==> src/hw/rtl/union_find_component_counter_macros.svh <==
// Assertion helpers for the component counter; the clock and reset names are fixed.
`ifndef UNION_FIND_COMPONENT_COUNTER_MACROS_SVH
`define UNION_FIND_COMPONENT_COUNTER_MACROS_SVH

`ifndef SYNTHESIS
`define UFCC_ASSERT(label, prop) \
  label: assert property (@(posedge clk_i) disable iff (!rst_ni) prop) \
    else $error("ufcc assertion failed");
`define UFCC_ASSERT_NEVER(label, cond) `UFCC_ASSERT(label, !(cond))
`else
`define UFCC_ASSERT(label, prop)
`define UFCC_ASSERT_NEVER(label, cond)
`endif

`endif

==> src/hw/rtl/ufcc_pkg.sv <==
package ufcc_pkg;

  localparam int unsigned NodeW = 14;

  typedef struct packed {
    logic [NodeW-1:0] node_a;
    logic [NodeW-1:0] node_b;
  } in_item_t;

  typedef struct packed {
    logic [NodeW-1:0] component_total;
    logic             joined;
    logic             bad_node;
  } out_item_t;

  // finished edge, handed from the walker to the count and output logic
  typedef struct packed {
    logic valid;
    logic joined;
    logic bad;
  } walk_evt_t;

  typedef enum logic [2:0] {
    ST_CLEAR,
    ST_IDLE,
    ST_WALK_A,
    ST_WALK_B,
    ST_EMIT
  } walk_state_e;

endpackage

==> src/hw/rtl/ufcc_walk_ctrl.sv <==
module ufcc_walk_ctrl #(
  parameter int unsigned AddrW = 14
) (
  input  logic                       clk_i,
  input  logic                       rst_ni,
  input  logic                       cfg_we_i,
  input  logic [ufcc_pkg::NodeW-1:0] node_count_i,
  input  logic                       in_valid_i,
  output logic                       in_ready_o,
  input  ufcc_pkg::in_item_t         in_data_i,
  input  logic                       out_free_i,
  output ufcc_pkg::walk_evt_t        evt_o,
  output logic                       mem_we_o,
  output logic [AddrW-1:0]           mem_waddr_o,
  output logic [AddrW-1:0]           mem_wdata_o,
  output logic [AddrW-1:0]           mem_raddr_o,
  input  logic [AddrW-1:0]           mem_rdata_i
);

  ufcc_pkg::walk_state_e state_q, state_d;

  logic [AddrW-1:0] clr_q, clr_d;
  logic [AddrW-1:0] cur_q, cur_d;
  logic [AddrW-1:0] root_a_q, root_a_d;
  logic [AddrW-1:0] b_q, b_d;
  logic             joined_q, joined_d;
  logic             bad_q, bad_d;

  logic in_bad;
  logic at_root;
  logic clr_last;

  assign in_bad = (in_data_i.node_a == '0) || (in_data_i.node_b == '0) ||
                  (in_data_i.node_a > node_count_i) || (in_data_i.node_b > node_count_i);
  assign at_root  = (mem_rdata_i == cur_q);
  assign clr_last = (clr_q == AddrW'(node_count_i));

  // next state
  always_comb begin
    state_d = state_q;
    unique case (state_q)
      ufcc_pkg::ST_CLEAR: begin
        if (clr_last) state_d = ufcc_pkg::ST_IDLE;
      end
      ufcc_pkg::ST_IDLE: begin
        if (in_valid_i) state_d = in_bad ? ufcc_pkg::ST_EMIT : ufcc_pkg::ST_WALK_A;
      end
      ufcc_pkg::ST_WALK_A: begin
        if (at_root) state_d = ufcc_pkg::ST_WALK_B;
      end
      ufcc_pkg::ST_WALK_B: begin
        if (at_root) state_d = ufcc_pkg::ST_EMIT;
      end
      ufcc_pkg::ST_EMIT: begin
        if (out_free_i) state_d = ufcc_pkg::ST_IDLE;
      end
      default: state_d = ufcc_pkg::ST_CLEAR;
    endcase
    // a new node count restarts the table sweep
    if (cfg_we_i) state_d = ufcc_pkg::ST_CLEAR;
  end

  // outputs and datapath next values
  always_comb begin
    in_ready_o   = 1'b0;
    evt_o        = '0;
    mem_we_o     = 1'b0;
    mem_waddr_o  = clr_q;
    mem_wdata_o  = clr_q;
    mem_raddr_o  = cur_q;
    clr_d        = clr_q;
    cur_d        = cur_q;
    root_a_d     = root_a_q;
    b_d          = b_q;
    joined_d     = joined_q;
    bad_d        = bad_q;
    unique case (state_q)
      ufcc_pkg::ST_CLEAR: begin
        mem_we_o = 1'b1;
        clr_d    = clr_q + 1'b1;
      end
      ufcc_pkg::ST_IDLE: begin
        in_ready_o  = 1'b1;
        mem_raddr_o = AddrW'(in_data_i.node_a);
        if (in_valid_i) begin
          cur_d    = AddrW'(in_data_i.node_a);
          b_d      = AddrW'(in_data_i.node_b);
          bad_d    = in_bad;
          joined_d = 1'b0;
        end
      end
      ufcc_pkg::ST_WALK_A: begin
        if (at_root) begin
          mem_raddr_o = b_q;
          root_a_d    = cur_q;
          cur_d       = b_q;
        end else begin
          mem_raddr_o = mem_rdata_i;
          cur_d       = mem_rdata_i;
        end
      end
      ufcc_pkg::ST_WALK_B: begin
        mem_raddr_o = mem_rdata_i;
        if (at_root) begin
          // link the first root under the second
          joined_d    = (cur_q != root_a_q);
          mem_we_o    = (cur_q != root_a_q);
          mem_waddr_o = root_a_q;
          mem_wdata_o = cur_q;
        end else begin
          cur_d = mem_rdata_i;
        end
      end
      ufcc_pkg::ST_EMIT: begin
        evt_o.valid  = out_free_i;
        evt_o.joined = joined_q;
        evt_o.bad    = bad_q;
      end
      default: begin
      end
    endcase
    if (cfg_we_i) clr_d = AddrW'(1);
  end

  always_ff @(posedge clk_i or negedge rst_ni) begin
    if (!rst_ni) begin
      state_q  <= ufcc_pkg::ST_CLEAR;
      clr_q    <= AddrW'(1);
      joined_q <= 1'b0;
      bad_q    <= 1'b0;
    end else begin
      state_q  <= state_d;
      clr_q    <= clr_d;
      joined_q <= joined_d;
      bad_q    <= bad_d;
    end
  end

  always_ff @(posedge clk_i) begin
    cur_q    <= cur_d;
    root_a_q <= root_a_d;
    b_q      <= b_d;
  end

endmodule

==> config.mk <==
export PLATFORM = sky130hd
export DESIGN_NAME = ufcc_walk_ctrl
export DESIGN_NICKNAME = d
export VERILOG_FILES = /design/src/hw/rtl/union_find_component_counter_macros.svh /design/src/hw/rtl/ufcc_pkg.sv /design/src/hw/rtl/ufcc_walk_ctrl.sv
export SDC_FILE = /design/constraint.sdc
export NUM_CORES = 1
export LEC_CHECK = 0
export BUFFER_PORTS_ARGS = -buffer_cell sky130_fd_sc_hd__buf_2
export CORE_UTILIZATION = 59
export DETAILED_ROUTE_END_ITERATION = 8
export PLACE_DENSITY_LB_ADDON = 0.25
export SLEW_MARGIN = 5
export SYNTH_ARGS = -nofsm -noshare
export SYNTH_HDL_FRONTEND = slang
export SYNTH_SLANG_ARGS = --single-unit
==> constraint.sdc <==
create_clock -name clk_i -period 3.7 [get_ports clk_i]
set_clock_uncertainty 0.05 [all_clocks]
set_input_delay 0.185 -clock clk_i [delete_from_list [all_inputs] [get_ports clk_i]]
set_output_delay 0.185 -clock clk_i [all_outputs]
set_load 0.03 [all_outputs]
Word level (Yosys, flattened, before mapping)
Cells that the tools add are included.
- add/sub/neg operators: 1
- order comparisons: 2
- equality and inequality tests: 15
- multiplexer cells: 26
- reduce and logical (&&, ||, !) cells: 14
- operators by type and width (kind ; count):
    14-bit two-way mux ; 9
    14-bit one-hot mux with 3 select lines ; 2
    14-bit equality test ; 2
    14-bit > comparator ; 2
    14-bit logical NOT ; 2
    3-bit two-way mux ; 8
    3-bit inequality test (second input constant) ; 5
    3-bit one-hot mux with 5 select lines ; 1
    14-bit by 1-bit adder with 14-bit output (second input constant) ; 1
    14-bit inequality test ; 1
    3-bit by 2-bit equality test with 1-bit output (second input constant) ; 2
    2-bit inequality test (second input constant) ; 3
    3-bit AND reduction ; 2
    5-bit AND reduction ; 1
    1-bit two-way mux ; 4
    1-bit one-hot mux with 2 select lines ; 2
    2-bit AND reduction ; 2
    2-bit nonzero test ; 2
    3-bit by 1-bit equality test with 1-bit output (second input constant) ; 1
    3-bit equality test (second input constant) ; 1
    3-bit logical NOT ; 1
    1-bit logical OR ; 3
    3-bit nonzero test ; 1
- flip-flop bits (word level): 61
- input port bits: 61
- logic and storage cells: 65

Depth between registers and ports, before layout
Gate-level depths: netlist (run 1).
- word-level depth: 8
- mapped depth: 8
- mapped depth without buffers: 8

Worst setup path after synthesis (run 1)
No wires, ideal clock.
- path type: flip-flop to output port
- start point: reg cur_q[5]
- end point: out mem_raddr_o[10]
- arrival: 2.132 ns
- setup slack: 1.333 ns
- stages on the path, launching flop included: 9
- buffers on the path: 2
- cell sequence: edfxtp_1 xnor2_1 nand4_1 nor4_4 and2b_1 buf_6 buf_12 mux2i_1 a21oi_1
- longest elaborated chain between the ends: 3
- RTL lines (element ; line ; text):
    start, declared ; ufcc_walk_ctrl.sv:23 ; logic [AddrW-1:0] cur_q, cur_d;
    start signal, assigned ; ufcc_walk_ctrl.sv:140 ; cur_q <= cur_d;
    14-bit equality test ; ufcc_walk_ctrl.sv:35 ; assign at_root = (mem_rdata_i == cur_q);
    14-bit two-way mux ; ufcc_walk_ctrl.sv:93 ; if (at_root) begin
    14-bit one-hot mux with 3 select lines ; ufcc_walk_ctrl.sv:77 ; unique case (state_q)
    end, declared ; ufcc_walk_ctrl.sv:16 ; output logic [AddrW-1:0] mem_raddr_o,
Every way passes these cells.

Final worst setup path (run 1)
- start point: reg cur_q[10]
- end point: out mem_raddr_o[2]
Same word-level chain as after synthesis.

==> results of run 1 <==
[metrics by stage]
step	cells	cell area, µm²	power, mW	setup WS (ns)
floorplan	449	4460	0.879	1.33
global placement	640	5060	0.971	1.02
detailed placement	640	5060	0.977	0.924
CTS	657	5260	1.55	0.565
global route	657	5260	1.60	0.390
finish	657	5260	1.55	0.522
[flip-flops by register name (all words and copies together) (netlist names)]
register / count
clr_q: 14
cur_q: 14
b_q: 14
state_q: 3
bad_q: 1
joined_q: 1
root_a_q: 14
[area by class of cell]
| class | count | area, µm² |
|---|---|---|
| Inverter | 19 | 71.3 |
| Clock inverter | 3 | 16.3 |
| Tap cell | 99 | 124 |
| Timing Repair Buffer | 116 | 606 |
| Clock buffer | 13 | 180 |
| Fill cell | 541 | 2030 |
| Multi-Input combinational cell | 346 | 2530 |
| Sequential cell | 61 | 1740 |
[worst max-delay path: stages (launching register included)]
cell and delay, ns:
edfxtp_1 0.52, xnor2_1 0.19, nand4_1 0.16, nor4_4 0.43
and2b_1 0.46, buf_4 0.27, mux2i_1 0.27, a21oi_1 0.12
buf_2 0.20
[cells by family after synthesis]
logic type / Yosys count / share of synthesized area
AOI/OAI and AO/OA: 86 / 0.124
xor gates and xnor gates: 54 / 0.106
adders and majority gates: 29 / 0.0814
buffers and inverters: 42 / 0.0438
DFF: 61 / 0.390
muxes: 44 / 0.107
and+or+nand+nor: 133 / 0.148
[power by group through the flow]
stage / clock network (mW) / registers [mW] / logic [mW]
after floorplan: 0 / 0.750 / 0.129
after global placement: 0 / 0.757 / 0.215
after detailed placement: 0 / 0.757 / 0.221
after CTS: 0.585 / 0.742 / 0.223
after global routing: 0.614 / 0.743 / 0.246
final: 0.583 / 0.743 / 0.226
[per-layer routing]
| metal | global-route usage | wire length (µm) |
|---|---|---|
| met2 | 0.531 | 6080 |
| met1 | 0.433 | 5300 |
| met4 | 0.177 | 464 |
| met5 | 0 | 0 |
| met3 | 0.0637 | 1100 |
[Yosys cell counts (all sizes together), types with 4 or more instances]
cell	count	share of area
and3	6	0.0084
inv	18	0.015
ha	29	0.081
o22a	9	0.018
edfxtp	42	0.28
nand2	29	0.024
xor2	19	0.037
clkbuf	15	0.013
nand4	17	0.024
o221ai	5	0.0098
a21o	4	0.0067
mux2i	15	0.034
o21ai	8	0.0090
dfrtp	18	0.10
nor3	7	0.0090
buf	8	0.015
nor2	41	0.035
nand3	7	0.0079
o22ai	10	0.014
a21oi	35	0.039
nor4	10	0.017
xnor2	35	0.069
mux2	29	0.073
nor2b	7	0.0098
nand2b	4	0.0056
[placed cells by master (no fill, tap or decap), types with 5 or more instances in the layout]
cell type / n
o22a_1: 9
nor3_1: 6
buf_2: 107
xor2_1: 19
nand3_1: 7
ha_1: 29
and3_1: 6
a21oi_1: 35
edfxtp_1: 42
mux2_1: 9
dfrtp_1: 18
clkbuf_8: 11
nor2b_1: 6
nand4_1: 17
o221ai_1: 5
buf_4: 8
mux2_2: 20
nand2_1: 29
nor2_1: 41
o21ai_0: 8
nor4_1: 9
o22ai_1: 10
inv_1: 18
xnor2_1: 35
mux2i_1: 15
[path summary, 6_finish.rpt]
| check | start | to | slack [ns] | depth (start not counted) |
|---|---|---|---|---|
| worst max-delay path | cur_q[10] | mem_raddr_o[2] | 0.52 | 8 |
| worst min-delay path | in_data_i[11] | b_q[11] | 0.03 | 1 |
| worst max register to register | cur_q[10] | root_a_q[5] | 0.90 | 5 |
| worst min register to register | joined_q | joined_q | 0.47 | 1 |
| max in group asynchronous | rst_ni | clr_q[0] | 2.99 | 2 |
| min in group asynchronous | rst_ni | joined_q | 0.28 | 2 |
[timing repair]
| item | 4_1_cts | 5_1_grt |
|---|---|---|
| endpoints found under the setup margin | 0 | 0 |
| hold endpoints to repair | 18 | 0 |
| hold buffers | 1 | 0 |
==> results.toml, run 1 <==
[routing]
avgRoutedWirePerCell_um = 19.7
via_count = 4051
postRouteAntennaNets = 0
drtPass1Iterations = 5
via_per_inst = 6.17
routed_wl_um = 12900
drc_errors = 0
initialDrtViolationCount = 405

[synth]
synth_area_mm2 = 0.00446
yosys_register_bits = 61
syn-instance-count = 449
syn-num-nets = 539
ys_seq_area_frac = 0.390
avgSynthCellArea_um2 = 9.93
synth_cell_types = 48
ys.flop_type = "edfxtp_1"
async_reset_ff_frac = 0.311
yosysWarnings = 0
synth_edf_count = 42

[clocking]
cts_max_path_buffers = 2
cts_buffers = 9
clock-root-buffer = "clkbuf_8"
htree_levels = 3
clk_pin_slew_ns = 0.07
cts-resized-gates = 0
cts_tree = "yes"
post_cts_buffers = 0
worstSkewPairLatency_ns = 0.34
cts_num_sinks = 61

[global_route]
grt_pass1_vias = 3753
track_usage = 0.333
grt_pass1_wl_um = 19100
grt_max_degree = 31
grt_overflow = 0
antenna_found_initial = 0

[critical_path]
start_kind = "flop"
cp.required_ns = 3.46
worstSetupEndpointType = "primary output"
crit_arrival_ns = 2.94
critical_path_class = "reg2out"
cp_max_fo = 9

[timing]
tightest_slew_ns = 0.655
max_freq_mhz = 315
rsz0062_at_grt = "no"
relSlewSlack = 0.564
post-route-period-util = 0.859
hold_viol_final = 0
drv_slew = 0
finalSetupTns_ns = 0
setup_violations = 0
period_minus_slack_ns = 3.18
holdWs_ns = 0.0258

[placement]
place_congestion = 0.921
dp_hpwl_um = 10100
portBuffers = 107

[power_and_ir_drop]
power_leakage_nw = 2.31
ir_drop_v = 0.000147
power_frac_comb = 0.145
p_per_area_mw_per_mm2 = 295
p_sw_mw = 0.407
switching_share = 0.262
clock_power_share = 0.376
p_int_mw = 1.14
seqPwrFrac = 0.479

[finish]
area_delta_synth_final_pct = 18.0
utilization = 0.722
layout-drive-gt1-share = 0.276
nets = 643
diodes = 0

[floorplanning]
pin_count = 108
core_mm2 = 0.00729
die_y_um = 88.9
num_rows = 31
dieArea_mm2 = 0.00791
die_w_um = 88.9
start_util = 0.612

[outcome]
status = "completed"

[job]
cap_violations = 0

[hold_path]
min_path_type = "in2reg"
No activity file was read; power rests on OpenSTA's default activity.
==> run 2, diff against run 1 <==
--- a/config.mk
+++ b/config.mk
@@ -5,8 +5,10 @@
 export SDC_FILE = /design/constraint.sdc
 export NUM_CORES = 1
 export LEC_CHECK = 0
+export ABC_AREA = 1
 export BUFFER_PORTS_ARGS = -buffer_cell sky130_fd_sc_hd__buf_2
 export CORE_UTILIZATION = 59
+export CTS_BUF_LIST = sky130_fd_sc_hd__clkbuf_16
 export DETAILED_ROUTE_END_ITERATION = 8
 export PLACE_DENSITY_LB_ADDON = 0.25
 export SLEW_MARGIN = 5
==> run 2 against run 1 <==
Net effect:
- routed wire length up 5.9%
- sequential power about the same
- global-route usage about the same
- sequential cell count unchanged
- final cell count up 37%
- worst setup slack better by 0.33 ns
- via count up 26%
- first-iteration DRC count up 32%
- fmax up 12%
==> results.toml, run 2 <==
[finish]
area_delta_synth_final_pct = 18.0
diodes = 0
final_common_cell = "nand2_1"
layout-drive-gt1-share = 0.169
utilization = 0.729
layout_common_cells = "220 x nand2_1, 129 x inv_1, 107 x buf_2, 50 x nand3_1, 49 x nor2_1"
postLayoutCellArea_mm2 = 0.00572
nets = 886

[power_and_ir_drop]
clock_power_share = 0.436
switching_share = 0.257
seqPwrFrac = 0.423
power_frac_comb = 0.141
p_sw_mw = 0.453
power_leakage_nw = 2.99
ir_drop_v = 0.000205
p_per_area_mw_per_mm2 = 308
p_int_mw = 1.31

[hold_path]
holdPathStages = 1
min_path_type = "in2reg"
worstHoldStart = "in_data_i[4]"
whs_endpoint = "b_q[4]"

[global_route]
grt_overflow = 0
grt_max_degree = 41
antenna_found_initial = 0
grt_pass1_wl_um = 21900
track_usage = 0.333
grt_pass1_vias = 4624

[critical_path]
worstReg2RegStart = "cur_q[2]"
cp.required_ns = 3.46
path_cells = "xor2_1 -> nor2_1 -> nand2_1 -> nor2_4 -> nand2_4 -> inv_4 -> nand2_4 -> nand2_1 -> o21ai_1 -> buf_2"
critPathSlowestCell = "edfxtp_1"
r2r_end = "cur_q[5]"
start_kind = "flop"
cpPeakStageDelay_ns = 0.46
r2r_slack_ns = 1.14
cp_max_fo = 40
critical_path_class = "reg2out"
rr_worst_depth = 9
crit_arrival_ns = 2.61
worstSetupEndpointType = "primary output"

[synth]
synth_area_mm2 = 0.00485
syn-instance-count = 691
avgSynthCellArea_um2 = 7.01
yosys.area.top_type = "edfxtp_1"
synth_cell_types = 32
yosysWarnings = 0
synth_most_common_cell = "nand2_1"
async_reset_ff_frac = 0.311
syn-num-nets = 781
synthDominantCellAreaShare = 0.260
yosys_register_bits = 61
synth_common_cells = "220 x nand2_1, 127 x inv_1, 50 x nand3_1"
synth_edf_count = 42
ys.flop_type = "edfxtp_1"
ys_seq_area_frac = 0.359
yosys-top-cells-area = "edfxtp_1 26%, nand2_1 17%, inv_1 9.8%"

[placement]
dp_hpwl_um = 11100
portBuffers = 107
place_congestion = 0.933
placement.cell_area_mm2 = 0.00543

[routing]
drc_errors = 0
via_per_inst = 5.64
drtPass1Iterations = 6
avgRoutedWirePerCell_um = 15.2
via_count = 5095
postRouteAntennaNets = 0
routed_wl_um = 13700
initialDrtViolationCount = 536

[timing]
drv_slew = 0
hold_viol_final = 0
period_minus_slack_ns = 2.84
finalSetupTns_ns = 0
tightest_slew_ns = 0.937
setup_violations = 0
max_freq_mhz = 352
rsz0062_at_grt = "no"
relSlewSlack = 0.373
post-route-period-util = 0.769

[floorplanning]
num_rows = 32
core_mm2 = 0.00785
die_w_um = 92.6
start_util = 0.618
dieArea_mm2 = 0.00858
pin_count = 108
die_y_um = 92.6

[clocking]
cts_buffers = 9
cts_max_path_buffers = 2
worstSkewPairLatency_ns = 0.33
clock-root-buffer = "clkbuf_16"
cts_num_sinks = 61
clk_pin_slew_ns = 0.06
htree_levels = 3
cts_tree = "yes"

[job]
cap_violations = 0

[outcome]
status = "completed"
run 2: cell count changes after synthesis, moves of 9 or more:
| cell | before | now |
|---|---|---|
| mux2i_1 | 15 | 0 |
| a21oi_1 | 35 | 17 |
| nor4_1 | 9 | 0 |
| o22a_1 | 9 | 0 |
| xnor2_1 | 35 | 0 |
| nand3_1 | 7 | 50 |
| inv_1 | 18 | 127 |
| o22ai_1 | 10 | 0 |
| o2111ai_1 | 0 | 13 |
| nand2_1 | 29 | 220 |
| mux2_1 | 9 | 0 |
| mux2_2 | 20 | 0 |
| o21ai_1 | 0 | 27 |
run 2: metal layers:
metal  wire (µm)  up-vias  share of wire  track usage
met5           0        -              0            0
met4         454        0          0.033        0.129
met3        1390       55           0.10       0.0624
met2        6260      324           0.46        0.539
met1        5620     2249           0.41        0.442
li1            -     2467              -            -
run 2: logic make-up after synthesis:
kind of cell    count (synthesis)  synth area share
simple gates                  355             0.311
buf+inv                       147             0.122
compound gates                 87             0.112
flops                          61             0.359
fa+ha+maj                      29            0.0749
xor+xnor                       12            0.0217
run 2: per-stage QoR:
| stage | instances | hold WS (ns) | worst slack [ns] | total power [mW] |
|---|---|---|---|---|
| final | 903 | 0.0207 | 0.856 | 1.76 |
| after global routing | 903 | 0.0213 | 0.665 | 1.83 |
| after CTS | 903 | 0.0203 | 0.896 | 1.76 |
| after detailed placement | 886 | 0.0954 | 1.20 | 1.00 |
| after global placement | 886 | 0.0915 | 1.26 | 0.994 |
| after floorplan | 691 | -0.161 | 1.44 | 0.902 |
run 2: power groups by stage:
stage                     clock, mW  sequential, mW  combinational (mW)
after global placement            0           0.758               0.235
after CTS                     0.766           0.746               0.246
final                         0.770           0.746               0.248
after detailed placement          0           0.758               0.243
after floorplan                   0           0.755               0.147
after global routing          0.799           0.746               0.280
run 2: critical path, delay by kind of cell, from the launching register on:
family | cells | cell delay [ns]
AOI/OAI and AO/OA | 1 | 0.09
DFF | 1 | 0.46
xor gates and xnor gates | 1 | 0.20
buffers and inverters | 2 | 0.33
and+or+nand+nor | 6 | 1.19
run 2: what timing repair did:
action | CTS | global route
buffers inserted | 0 | 0
hold buffers | 1 | 0
gates resized for setup | 0 | 0
endpoints found under the hold margin | 18 | 0
run 2: area by class of cell:
type                            instances  area, µm²
Clock buffer                           10        250
Clock inverter                          6       28.8
Fill cell                             659       2130
Inverter                              131        494
Multi-Input combinational cell        483       2520
Sequential cell                        61       1740
Tap cell                              102        128
Timing Repair Buffer                  110        561
run 2: worst max path at each step:
stage,end,start
2_1_floorplan,root_a_q[0],cur_q[2]
3_3_place_gp,cur_q[9],cur_q[0]
3_5_place_dp,cur_q[9],cur_q[3]
4_1_cts,mem_wdata_o[9],cur_q[2]
5_1_grt,mem_wdata_o[10],cur_q[2]
6_report,mem_wdata_o[9],cur_q[2]
==> run 3, diff against run 2 <==
--- a/config.mk
+++ b/config.mk
@@ -7,7 +7,7 @@
 export LEC_CHECK = 0
 export ABC_AREA = 1
 export BUFFER_PORTS_ARGS = -buffer_cell sky130_fd_sc_hd__buf_2
-export CORE_UTILIZATION = 59
+export CORE_UTILIZATION = 56
 export CTS_BUF_LIST = sky130_fd_sc_hd__clkbuf_16
 export DETAILED_ROUTE_END_ITERATION = 8
 export PLACE_DENSITY_LB_ADDON = 0.25
==> constraint.sdc (replaced) <==
create_clock -name clk_i -period 2.64 [get_ports clk_i]
set_clock_uncertainty 0.05 [all_clocks]
set_input_delay 0.132 -clock clk_i [delete_from_list [all_inputs] [get_ports clk_i]]
set_output_delay 0.132 -clock clk_i [all_outputs]
set_load 0.03 [all_outputs]
==> run 3 against run 2 <==
Net effect:
- hold slack improved by 0.025 ns
- combinational power up 47%
- utilization decreased by 1.6 points
- critical path type unchanged
==> results.toml, run 3 (synthesis gave the netlist of run 2 again) <==
[outcome]
status = "completed"

[power_and_ir_drop]
p_per_area_mw_per_mm2 = 425
ir_drop_v = 0.000291
power_leakage_nw = 3.09

[clocking]
cts_num_sinks = 61
htree_levels = 3
post_cts_buffers = 0
cts_buffers = 9
worstSkewPairLatency_ns = 0.32
cts_tree = "yes"
clk_pin_slew_ns = 0.05
clock-root-buffer = "clkbuf_16"
cts_max_path_buffers = 2

[finish]
layout_common_cells = "220 x nand2_1, 127 x inv_1, 107 x buf_2, 50 x nand3_1, 49 x nor2_1"
n_fill_cell = 668
fin_cells = 926
area_delta_synth_final_pct = 22.1
final_common_cell = "nand2_1"
diodes = 0
seq_area_mm2 = 0.00174
nets = 906
utilization = 0.713
layout-drive-gt1-share = 0.174
multi_input_area_mm2 = 0.00252

[critical_path]
critPathSlowestCell = "edfxtp_1"
worstSetupEndpointType = "primary output"
cp_max_fo = 39
crit_arrival_ns = 2.30
critPathBufInv = 4
critical_path_class = "reg2out"
cp.required_ns = 2.46
cpPeakStageDelay_ns = 0.44
path_cells = "inv_1 -> nand2_1 -> a21oi_1 -> nand2_1 -> nor2_4 -> nand2_4 -> inv_4 -> nand2_4 -> buf_8 -> o21ai_1 -> buf_2"
r2r_slack_ns = 0.44
critPathTopFamily = "buffers and inverters"
start_kind = "flop"

[timing]
tightest_slew_ns = 0.582
hold_viol_final = 0
holdWs_ns = 0.0455
rsz0062_at_grt = "no"
post-route-period-util = 0.941
drv_slew = 0
max_freq_mhz = 402
setup_violations = 0
relSlewSlack = 0.612
period_minus_slack_ns = 2.48
finalSetupTns_ns = 0

[routing]
avgRoutedWirePerCell_um = 15.3
via_count = 5162
initialDrtViolationCount = 463
drtPass1Iterations = 5
via_per_inst = 5.57
drc_errors = 0
routed_wl_um = 14200
postRouteAntennaNets = 0

[floorplanning]
core_mm2 = 0.00830
die_w_um = 95.0
start_util = 0.584
num_rows = 33
dieArea_mm2 = 0.00903
pin_count = 108
die_y_um = 95.0

[placement]
place_congestion = 0.924
dp_hpwl_um = 11000
placed_cells = 895
portBuffers = 107

[global_route]
grt_max_degree = 40
track_usage = 0.328
antenna_found_initial = 0
grt_overflow = 0
grt_pass1_vias = 4698
grt_pass1_wl_um = 22200

[job]
cap_violations = 0

[hold_path]
min_path_type = "in2reg"
## run 3: cell types whose count changed in the layout (fill, tap and decap cells not counted), sizes merged
cell / delta
dlygate4sd3: +14
buf: +6
clkinv: +2
clkinvlp: -1
inv: -1
## run 3: area by class of cell
class	count	share of cell area
Clock buffer	10	0.0423
Clock inverter	6	0.00550
Inverter	131	0.0835
Multi-Input combinational cell	483	0.426
Sequential cell	61	0.294
Tap cell	105	0.0222
Timing Repair Buffer	130	0.127
## run 3: layer usage
metal | GRT usage | share of wire | vias up
li1 | - | - | 2507
met1 | 0.438 | 0.41 | 2335
met2 | 0.537 | 0.47 | 280
met3 | 0.0470 | 0.087 | 40
met4 | 0.130 | 0.030 | 0
met5 | 0 | 0 | -
## run 3: worst reg2reg max path: cells and delay by family, from the launching register on
kind | cells | cell delay [ns]
xor gates and xnor gates | 1 | 0.22
buffers and inverters | 2 | 0.53
and+or+nand+nor | 6 | 0.56
DFF | 1 | 0.47
## run 3: timing repair
action,4_1_cts,5_1_grt
hold buffers,15,0
endpoints found under the hold margin,32,0
setup endpoints to repair,0,28
gates resized for setup,0,2
## run 3: worst paths after layout
check	start	end	cells after the start
max in group asynchronous	rst_ni	clr_q[0]	2
max reg2reg	cur_q[2]	cur_q[9]	9
min	out_free_i	state_q[2]	4
min in group asynchronous	rst_ni	clr_q[1]	2
min reg2reg	joined_q	joined_q	2
max	cur_q[9]	mem_waddr_o[5]	11
## run 3: stage by stage
stage                     power, mW  setup slack [ns]  area, µm²
after floorplan                1.26             0.377       4850
after global placement         1.39             0.512       5480
after detailed placement       1.40             0.407       5480
after CTS                      2.51            0.0560       5910
after global routing           2.60            0.0181       5920
final                          2.51             0.155       5920
## run 3: power by group
part	internal, mW	switching (mW)	leakage, nW
clock	0.686	0.417	0.146
sequential	1.03	0.0137	0.632
combinational	0.140	0.225	2.31
total	1.86	0.655	3.09
